**src/design/mpfb_pkg.sv**
```systemverilog
// Shared types and command codes of the monochrome page frame store.
// No dependencies.
package mpfb_pkg;

	localparam logic [1:0] CMD_PLOT = 2'd0;
	localparam logic [1:0] CMD_FILL = 2'd1;
	localparam logic [1:0] CMD_PLUS = 2'd2;
	localparam logic [1:0] CMD_READ = 2'd3;

	// One access to the frame store; the address travels beside it.
	typedef struct packed {
		logic       wr;       // read-modify-write the addressed byte
		logic       rd;       // return the addressed byte as a result
		logic       rd_zero;  // out-of-range read: return zero
		logic       on;       // set (1) or clear (0) the masked bits
		logic [7:0] mask;
	} pix_op_t;

endpackage

```
**src/design/mpfb_seq.sv**
```systemverilog
// Command sequencer: clearing pass, point, fill and plus stepping, read issue.
// Depends on mpfb_pkg.
module mpfb_seq #(
	parameter int SCREEN_WIDTH = 128,
	parameter int PAGE_COUNT = 8,
	localparam int DEPTH = SCREEN_WIDTH * PAGE_COUNT,
	localparam int AW = $clog2(DEPTH)
) (
	input  logic                clk,
	input  logic                arst_n,
	input  logic                in_valid,
	output logic                in_stall,
	input  logic [1:0]          command,
	input  logic [7:0]          x,
	input  logic [7:0]          y,
	input  logic [7:0]          x_end,
	input  logic [7:0]          y_end,
	input  logic                pixel_on,
	input  logic [2:0]          page,
	input  logic [6:0]          column,
	input  logic                read_block,
	output mpfb_pkg::pix_op_t   op,
	output logic [AW-1:0]       op_addr
);
	import mpfb_pkg::*;

	localparam int ROWS = PAGE_COUNT * 8;
	localparam logic [1:0] ST_CLEAR = 2'd0;
	localparam logic [1:0] ST_IDLE  = 2'd1;
	localparam logic [1:0] ST_FILL  = 2'd2;
	localparam logic [1:0] ST_PLUS  = 2'd3;

	logic [1:0]    state_q;
	logic [AW-1:0] clr_addr_q;
	logic [2:0]    step_q;
	logic [7:0]    col_q, row_q, y0_q, xe_q, ye_q;
	logic          on_q;

	logic          accept;
	logic [7:0]    xe_c, ye_c;
	logic          fill_empty;
	logic [8:0]    plus_x, plus_y;
	logic [8:0]    px9, py9;
	logic          pen, pon;
	logic [AW+7:0] rd_full;
	logic          rd_zero;

	function automatic logic [AW-1:0] pix_addr(input logic [8:0] px, input logic [8:0] py);
		logic [AW+8:0] t;
		t = (AW+9)'(px) * (AW+9)'(PAGE_COUNT) + (AW+9)'(PAGE_COUNT - 1)
			- (AW+9)'(py[8:3]);
		return t[AW-1:0];
	endfunction

	assign accept   = in_valid && !in_stall;
	assign in_stall = (state_q != ST_IDLE) || ((command == CMD_READ) && read_block);

	// Clip fill ends to the screen edge before the empty test.
	assign xe_c = ({1'b0, x_end} > 9'(SCREEN_WIDTH - 1)) ? 8'(SCREEN_WIDTH - 1) : x_end;
	assign ye_c = ({1'b0, y_end} > 9'(ROWS - 1)) ? 8'(ROWS - 1) : y_end;
	assign fill_empty = (x > xe_c) || (y > ye_c);

	assign rd_full = (AW+8)'(column) * (AW+8)'(PAGE_COUNT) + (AW+8)'(page);
	assign rd_zero = ({2'b00, column} >= 9'(SCREEN_WIDTH))
		|| ({3'b000, page} >= 6'(PAGE_COUNT));

	// Plus-sign neighbors without 8-bit wrap; -1 becomes 511 and falls off screen.
	always_comb begin
		plus_x = {1'b0, col_q};
		plus_y = {1'b0, row_q};
		unique case (step_q)
			3'd0: plus_y = {1'b0, row_q} - 9'd1;
			3'd1: plus_y = {1'b0, row_q};
			3'd2: plus_y = {1'b0, row_q} + 9'd1;
			3'd3: plus_x = {1'b0, col_q} - 9'd1;
			default: plus_x = {1'b0, col_q} + 9'd1;
		endcase
	end

	always_comb begin
		op      = '0;
		op_addr = '0;
		pen     = 1'b0;
		pon     = 1'b0;
		px9     = {1'b0, x};
		py9     = {1'b0, y};
		unique case (state_q)
			ST_CLEAR: begin
				op.wr   = 1'b1;
				op.mask = 8'hFF;
				op_addr = clr_addr_q;
			end
			ST_IDLE: begin
				if (accept && command == CMD_PLOT) begin
					pen = 1'b1;
					pon = pixel_on;
				end
				if (accept && command == CMD_READ) begin
					op.rd      = 1'b1;
					op.rd_zero = rd_zero;
					op_addr    = rd_zero ? '0 : rd_full[AW-1:0];
				end
			end
			ST_FILL: begin
				pen = 1'b1;
				pon = on_q;
				px9 = {1'b0, col_q};
				py9 = {1'b0, row_q};
			end
			default: begin
				pen = 1'b1;
				pon = 1'b1;
				px9 = plus_x;
				py9 = plus_y;
			end
		endcase
		// Drop points that land off screen.
		if (pen && px9 < 9'(SCREEN_WIDTH) && py9 < 9'(ROWS)) begin
			op.wr   = 1'b1;
			op.on   = pon;
			op.mask = 8'h80 >> py9[2:0];
			op_addr = pix_addr(px9, py9);
		end
	end

	always_ff @(posedge clk or negedge arst_n) begin
		if (!arst_n) begin
			state_q    <= ST_CLEAR;
			clr_addr_q <= '0;
			step_q     <= '0;
		end else begin
			unique case (state_q)
				ST_CLEAR: begin
					clr_addr_q <= clr_addr_q + 1'b1;
					if (clr_addr_q == AW'(DEPTH - 1))
						state_q <= ST_IDLE;
				end
				ST_IDLE: begin
					step_q <= '0;
					if (accept && command == CMD_FILL && !fill_empty)
						state_q <= ST_FILL;
					if (accept && command == CMD_PLUS)
						state_q <= ST_PLUS;
				end
				ST_FILL: begin
					if (row_q == ye_q && col_q == xe_q)
						state_q <= ST_IDLE;
				end
				default: begin
					step_q <= step_q + 3'd1;
					if (step_q == 3'd4)
						state_q <= ST_IDLE;
				end
			endcase
		end
	end

	// Fill and plus operands; column outer, row inner.
	always_ff @(posedge clk) begin
		if (state_q == ST_IDLE && accept) begin
			col_q <= x;
			row_q <= y;
			y0_q  <= y;
			xe_q  <= xe_c;
			ye_q  <= ye_c;
			on_q  <= pixel_on;
		end else if (state_q == ST_FILL) begin
			if (row_q == ye_q) begin
				row_q <= y0_q;
				col_q <= col_q + 8'd1;
			end else begin
				row_q <= row_q + 8'd1;
			end
		end
	end

endmodule

```
**config.mk**
```make
export PLATFORM = sky130hd
export DESIGN_NAME = mpfb_seq
export DESIGN_NICKNAME = d
export VERILOG_FILES = /design/src/design/mpfb_pkg.sv /design/src/design/mpfb_seq.sv
export SDC_FILE = /design/constraint.sdc
export NUM_CORES = 1
export LEC_CHECK = 0
export ABC_CLOCK_PERIOD_IN_PS = 6800
export BUFFER_PORTS_ARGS = -buffer_cell sky130_fd_sc_hd__buf_2
export CAP_MARGIN = 20
export CORE_UTILIZATION = 35
export DETAILED_ROUTE_END_ITERATION = 12
export GPL_TIMING_DRIVEN = 0
export SLEW_MARGIN = 20
export SYNTH_ARGS = -nofsm -noshare
export SYNTH_HDL_FRONTEND = slang
export SYNTH_SLANG_ARGS = --single-unit
```
**constraint.sdc**
```tcl
create_clock -name clk -period 6.8 [get_ports clk]
set_input_delay 2.04 -clock clk [delete_from_list [all_inputs] [get_ports clk]]
set_output_delay 2.04 -clock clk [all_outputs]
set_load 0.01 [all_outputs]
```
==> results.md, run 1 <==
- Status: complete, no violations
- Vias: 4460
- DRT iter0 DRCs: 284
- Fin crit share: 94.5%
- DRT antenna net count: 0
- Input/output buffers: 70
- CTS Hold Bufs: 0
- # DRC: 0
- Critical Path RT: 4760 ps
- Root Buffer: clkbuf_16
- Rows: 43
- Synth Area in XOR/XNOR: 8.69%
- Critical path endpoint category: primary output
- Fin util: 41.7%
- Multi-input gate area: 0.00319 sq mm
- Worst slew margin: 65.8%
- Die width: 122 microns
- Finished Layout Cells: 817
- First-pass GRT wire length: 21500 microns
- Max IR drop VDD: 0.149 mV
- Max-cap viol count: 0
- CTS buffer count: 5
- Sequential area share after synthesis: 31.9%
- Asr flop ratio synth: 26.8%
- Post-CTS setup buffers: 0
- DIE HEIGHT: 122 microns
- Placer Congestion: 0.836
- Post-DP HPWL: 10600 microns
- Total Wirelength: 13200 microns
- Clock-pin slew on the worst setup and hold paths: 80 ps
- Post-synthesis register bit count: 56
- Routed len/inst: 16.1 microns
- Proportion of synthesized area in mux cells: 6.13%
- Startpoint types: flop
- Full die area: 0.0149 sq mm
- Syn avg cell area: 9.10 sq um
- Clk buf depth: 2
- Initial antenna violation count: 0
- Register area: 0.00161 sq mm
- Slew Limit Fails: 0
- Synth Area in Adders: 14.1%
- Synth Area in Compound Gates: 18.5%
- Largest family of logic cells by synthesized area: compound AO/OA/AOI/OAI gates
- Max FO, Critical Path: 10
- Total GRT Usage: 18.5%
- Static leakage: 2.61 nW
- Antenna fix cells: 0
- Worst-skew pair later-pin latency: 300 ps
- Global route total overflow: 0
- Ports: 72
- Min-delay worst type: reg -> reg
- Vias per inst: 5.46
- Hold Violations, Final: 0
- Synthesized area: 0.00504 sq mm
- Pwr Density: 426 mW/mm^2
- CTS tree: done
- WS Path Type: reg -> out
- Nets: 740
- Post-synthesis cell type count: 59
- Syn Inst Count: 554
- Final setup fails: 0
- Placed Instances: 810
- Pre-Repair DR Iteration Count: 5
- Post-Synth Simple-Gate Area: 15.2%
- Starting Density: 36.0%
- CTS resizes: 1
- Share of cells above drive strength 1: 17.6%
- RSZ-0062 raised after global routing: false
- Fin area: 0.00583 sq mm
- Worst slew pin tran: 513 ps
- Critical Path AT: 4390 ps
- Vias in the first global route: 4358
- Clock Sinks: 56
- Fillers: 1421
- H-tree Lvls: 2
- Layout Skew: 7.76 ps
- Warnings from Yosys: 0
- Setup tns final: 0 ps
- Area of the core: 0.0140 sq mm
- Area post-placement: 0.00566 sq mm
- P&R area growth vs syn: 15.7%
- Fmax: 156 MHz
- Largest net degree at the start of global routing: 21
- Tmin final: 6430 ps
- Synth Flop Type: edfxtp_1
- Number of enable flip-flop cells after synthesis: 41
## cells in the mapped netlist, types with 4 or more instances
master | n | area share (%)
nand2_1 | 52 | 3.9
a21oi_1 | 25 | 2.5
mux2_4 | 9 | 2.7
a31oi_1 | 5 | 0.62
and3_1 | 4 | 0.50
xnor2_1 | 28 | 4.9
a22oi_1 | 9 | 1.3
nor3_1 | 6 | 0.60
ha_1 | 52 | 13
dfrtp_1 | 15 | 7.4
o21ai_0 | 43 | 4.3
clkbuf_1 | 19 | 1.4
or2_2 | 6 | 0.74
mux2i_1 | 14 | 2.8
a221oi_1 | 11 | 1.9
nand4_1 | 12 | 1.5
nand2b_1 | 7 | 0.87
xor2_1 | 22 | 3.8
buf_2 | 4 | 0.40
nand3_1 | 21 | 2.1
a21o_1 | 8 | 1.2
inv_1 | 37 | 2.8
nor2b_1 | 4 | 0.50
edfxtp_1 | 41 | 24
nor2_1 | 29 | 2.2
o21a_1 | 5 | 0.74
or3_1 | 8 | 0.99
## cells by family (layout without fill, tap and decap cells)
family                   count (synthesis)  after routing
flip-flops                              56             56
XOR/XNOR                                50             50
adder cells (fa/ha/maj)                 55             55
AO/OA/AOI/OAI                          141            141
other                                    2              7
multiplexers                            26             26
AND/OR/NAND/NOR                        159            159
buffers and inverters                   65            143
## cells in the final DEF, fill, tap and decap left out, types with 6 or more instances in the layout
cell type and count:
buf_2 74, ha_1 52, nand2_1 51, o21ai_0 43, edfxtp_1 41, inv_1 37, nor2_1 29, xnor2_1 28
a21oi_1 25, xor2_1 22, nand3_1 21, clkbuf_1 17, dfrtp_1 15, mux2i_1 14, nand4_1 12, a221oi_1 11
a22oi_1 9, mux2_4 9, or3_1 8, a21o_1 8, nand2b_1 7, conb_1 7, or2_2 6, nor3_1 6
## final timing paths
path | startpoint | end | slack [ps] | depth (start not counted)
setup / recovery | step_q[0] | op_addr[9] | 370 | 17
hold / removal | clr_addr_q[9] | clr_addr_q[9] | 500 | 1
setup reg to reg | state_q[0] | col_q[5] | 4040 | 7
hold reg to reg | clr_addr_q[9] | clr_addr_q[9] | 500 | 1
max in group asynchronous | arst_n | step_q[1] | 4870 | 1
min in group asynchronous | arst_n | clr_addr_q[5] | 1650 | 1
## area by class of cell
type / instances / area share, %
plain buffers: 27 / 2.21
clock buffers: 5 / 2.15
clock inverters: 3 / 0.579
inverters: 37 / 2.38
multi-input cells: 438 / 54.8
flip-flops and latches: 56 / 27.6
well taps: 180 / 3.86
repair buffers: 71 / 6.48
## routing by layer
layer	vias to the layer above	share of wire [%]	global-route usage [%]
met1	2116	48	25.4
met2	146	44	29.5
met4	0	1.3	5.09
li1	2181	-	-
met5	-	0	0
met3	17	6.0	3.70
## registers in the layout, summed over array words and instances, names as in the netlist
register and cells:
step_q 3, row_q 8, col_q 8, state_q 2
clr_addr_q 10, y0_q 8, on_q 1, ye_q 8
xe_q 8
## critical path, stage by stage, from the launching register on
cell and delay, ps:
dfrtp_1 450, inv_1 130, ha_1 220, nand2_2 180, ha_1 380, a21oi_1 200, a31oi_1 160, o41ai_2 290
mux2i_1 330, ha_1 300, ha_1 310, a21o_1 190, a21oi_1 200, o21ai_0 140, xor2_1 160, xnor2_1 140
mux2i_1 140, buf_2 150
## where the power goes
| part | internal (W) | switching, W |
|---|---|---|
| registers | 0.000493 | 0.000122 |
| clock network | 0.000142 | 0.000137 |
| logic | 0.000681 | 0.000909 |
## through the flow
stage / worst slack (ps) / hold WS [ps] / power [W]
after global placement: 368 / 486 / 0.00213
after CTS: 131 / 500 / 0.00248
final: 375 / 497 / 0.00248
after detailed placement: 328 / 488 / 0.00219
after floorplan: 877 / 463 / 0.00176
after global routing: 23.1 / 514 / 0.00272
Note: power is estimated with default switching activity, not from simulation.
==> run 2, diff against run 1 <==
--- a/config.mk
+++ b/config.mk
@@ -11,2 +11,3 @@
 export CORE_UTILIZATION = 35
+export CTS_BUF_LIST = sky130_fd_sc_hd__clkbuf_2 sky130_fd_sc_hd__clkbuf_4 sky130_fd_sc_hd__clkbuf_8
 export DETAILED_ROUTE_END_ITERATION = 12
==> constraint.sdc (replaced) <==
create_clock -name clk -period 6.8 [get_ports clk]
set_input_delay 1.7 -clock clk [delete_from_list [all_inputs] [get_ports clk]]
set_output_delay 1.7 -clock clk [all_outputs]
set_load 0.01 [all_outputs]
==> run 2 against run 1 <==
Net effect: highest routed layer unchanged; largest power group unchanged; power fell by 3.2%; count of clock-buffer cells in the layout did not move; fmax rose by 0.56%; non-clock buffer count rose by 1; wire length fell by 0.11%; register-to-register slack got worse by 30 ps; worst setup slack improved by 36 ps; core utilization fell by 0.46 points; critical path depth fell by 1; hold slack improved by 4.8 ps; combinational power barely moved; die area did not move.
==> results.md, run 2 (synthesized netlist as in run 1, its figures left out) <==
- Status: complete, no violations
- Slew Limit Fails: 0 (unchanged)
- Crit path cell chain: ha_1 > clkbuf_1 > buf_1 > clkbuf_2 > buf_1 > a221oi_1 > a21oi_1 > ha_1 > ha_1 > a21o_1 > a21oi_1 > o21ai_0 > xor2_1 > xnor2_1 > mux2i_1 > buf_2
- Sequential Power Share: 25.5% (+0.8 points)
- Worst R2R Setup Slack: 4010 ps (-30 ps)
- Critical path's slowest cell: buf_1
- Min-delay worst type: reg -> reg
- # DRC: 0 (unchanged)
- Die width: 122 microns (unchanged)
- Critical path endpoint category: primary output
- Pwr Density: 417 mW/mm^2 (-2.1%)
- Root Buffer: clkbuf_8
- P&R area growth vs syn: 14.4%
- Vias in the first global route: 4362 (+0.092%)
- Max IR drop VDD: 0.159 mV (+6.8%)
- Commonest non-fill, non-tap cell in the layout: buf_2
- Sw power: 0.00116 W (-0.93%)
- Clock Sinks: 56 (unchanged)
- H-tree Lvls: 2 (unchanged)
- Final setup fails: 0 (unchanged)
- CTS tree: done
- First-pass GRT wire length: 21400 microns (-0.42%)
- Largest net degree at the start of global routing: 21 (unchanged)
- WS Path Type: reg -> out
- Critical Path AT: 4690 ps (+300 ps)
- Layout Skew: 13.9 ps (+6.19 ps)
- Routed len/inst: 16.1 microns (-0.24%)
- Clk buf depth: 2 (unchanged)
- Worst slew pin tran: 519 ps (+6.44 ps)
- Startpoint types: flop
- Switching Share: 48.1% (+1.1 points)
- Area of the core: 0.0140 sq mm (unchanged)
- Max-cap viol count: 0 (unchanged)
- Hold Violations, Final: 0 (unchanged)
- Post-DP HPWL: 10600 microns (unchanged)
- Antenna fix cells: 0 (unchanged)
- Share of cells above drive strength 1: 17.1% (-0.50 points)
- Worst slew margin: 65.4% (-0.43 points)
- Vias per inst: 5.43 (-0.61%)
- Total GRT Usage: 18.5% (-0.090 points)
- Full die area: 0.0149 sq mm (unchanged)
- Most frequent cells in the layout: buf_2 (74), nand2_1 (52), ha_1 (52), o21ai_0 (43), edfxtp_1 (41)
- CTS buffer count: 5 (unchanged)
- DRT iter0 DRCs: 267 (-6.0%)
- Ports: 72 (unchanged)
- Static leakage: 2.57 nW (-1.2%)
- Rows: 43 (unchanged)
- Tmin final: 6390 ps (-36.1 ps)
- DIE HEIGHT: 122 microns (unchanged)
- Clock network power share: 8.7% (-2.5 points)
- Biggest register: clr_addr_q
- Logic pwr share: 65.8% (+1.8 points)
- Largest register FFs: 10 (unchanged)
- Starting Density: 36.0% (unchanged)
- DRT antenna net count: 0 (unchanged)
- CTS Hold Bufs: 0 (unchanged)
- Input/output buffers: 70 (unchanged)
- Initial antenna violation count: 0 (unchanged)
- Placer Congestion: 0.836 (unchanged)
- Pre-Repair DR Iteration Count: 5 (unchanged)
- Hold path depth: 1 (unchanged)
- RSZ-0062 raised after global routing: false
- Total Wirelength: 13200 microns (-0.11%)
- R2R cell count: 10 (+3)
- Tot Pwr: 0.00240 W (-3.2%)
- Clock-pin slew on the worst setup and hold paths: 110 ps (+30 ps)
- Fmax: 157 MHz (+0.56%)
- Most frequent CP cell: ha_1
- Worst-skew pair later-pin latency: 330 ps (+30 ps)
- Critical Path RT: 5100 ps (+340 ps)
- Fin crit share: 94.0% (-0.53 points)
- Nets: 741 (+0.14%)
- Global route total overflow: 0 (unchanged)
- P_int: 0.00125 W (-5.2%)
- Vias: 4438 (-0.49%)
- Max FO, Critical Path: 10 (unchanged)
- Largest stage delay on the critical path: 450 ps (about the same)
- Setup tns final: 0 ps (unchanged)
==> run 2: cell count changes in the layout (fill, tap and decap cells not counted) <==
cell       delta
buf_1         +2
clkbuf_16     -5
clkbuf_2      -1
clkbuf_8      +5
nand2_1       +1
nand2_2       -1
o41ai_1       +1
o41ai_2       -1
==> run 2: through the flow <==
stage | hold WS (ps) | area [sq um] | util (%) | worst slack, ps | instances
finish | 502 | 5770 | 41.2 | 411 | 818
global route | 519 | 5770 | 41.2 | 38.3 | 818
CTS | 506 | 5770 | 41.2 | 286 | 818
detailed placement | 488 | 5660 | 40.5 | 668 | 810
global placement | 486 | 5630 | 40.3 | 708 | 809
floorplan | 463 | 5060 | - | 1480 | 559
==> run 2: power by group through the flow <==
stage               clock, W  sequential (W)  combinational, W
finish              0.000209        0.000613           0.00158
floorplan                  0        0.000580           0.00118
global route        0.000223        0.000626           0.00178
global placement           0        0.000616           0.00151
detailed placement         0        0.000618           0.00157
CTS                 0.000212        0.000610           0.00158
==> run 2: worst max-delay path, delay by kind of cell (launching register included) <==
| family | cells | cell delay, ps |
|---|---|---|
| buffers and inverters | 5 | 1790 |
| adder cells (fa/ha/maj) | 3 | 870 |
| AO/OA/AOI/OAI | 5 | 840 |
| flip-flops | 1 | 440 |
| XOR/XNOR | 2 | 300 |
| multiplexers | 1 | 140 |
==> run 2: area by class of cell <==
type,instances,area [sq um]
timing repair buffer,71,378
sequential,56,1610
fill,1424,8220
clock inverter,3,33.8
clock buffer,5,68.8
multi-input combinational,438,3180
buffer,28,131
tap,180,225
inverter,37,139
==> run 2: timing repair <==
action                     4_1_cts  5_1_grt
setup endpoints to repair        0        1
setup buffers                    0        0
gates resized for setup          0        2
==> run 2: final timing paths <==
kind                               startpoint            end
worst min register to register  clr_addr_q[9]  clr_addr_q[9]
min in group asynchronous              arst_n  clr_addr_q[5]
worst max register to register     state_q[1]       row_q[6]
max in group asynchronous              arst_n     state_q[0]
worst max-delay path               state_q[1]     op_addr[9]
worst min-delay path            clr_addr_q[9]  clr_addr_q[9]
==> run 2: layer usage <==
metal	wire, microns	up-vias	global-route usage [%]	part of all wire [%]
met4	191	0	5.25	1.5
met3	926	18	3.56	7.0
met2	5740	171	29.5	44
met1	6300	2061	25.1	48
li1	-	2188	-	-
met5	0	-	0	0
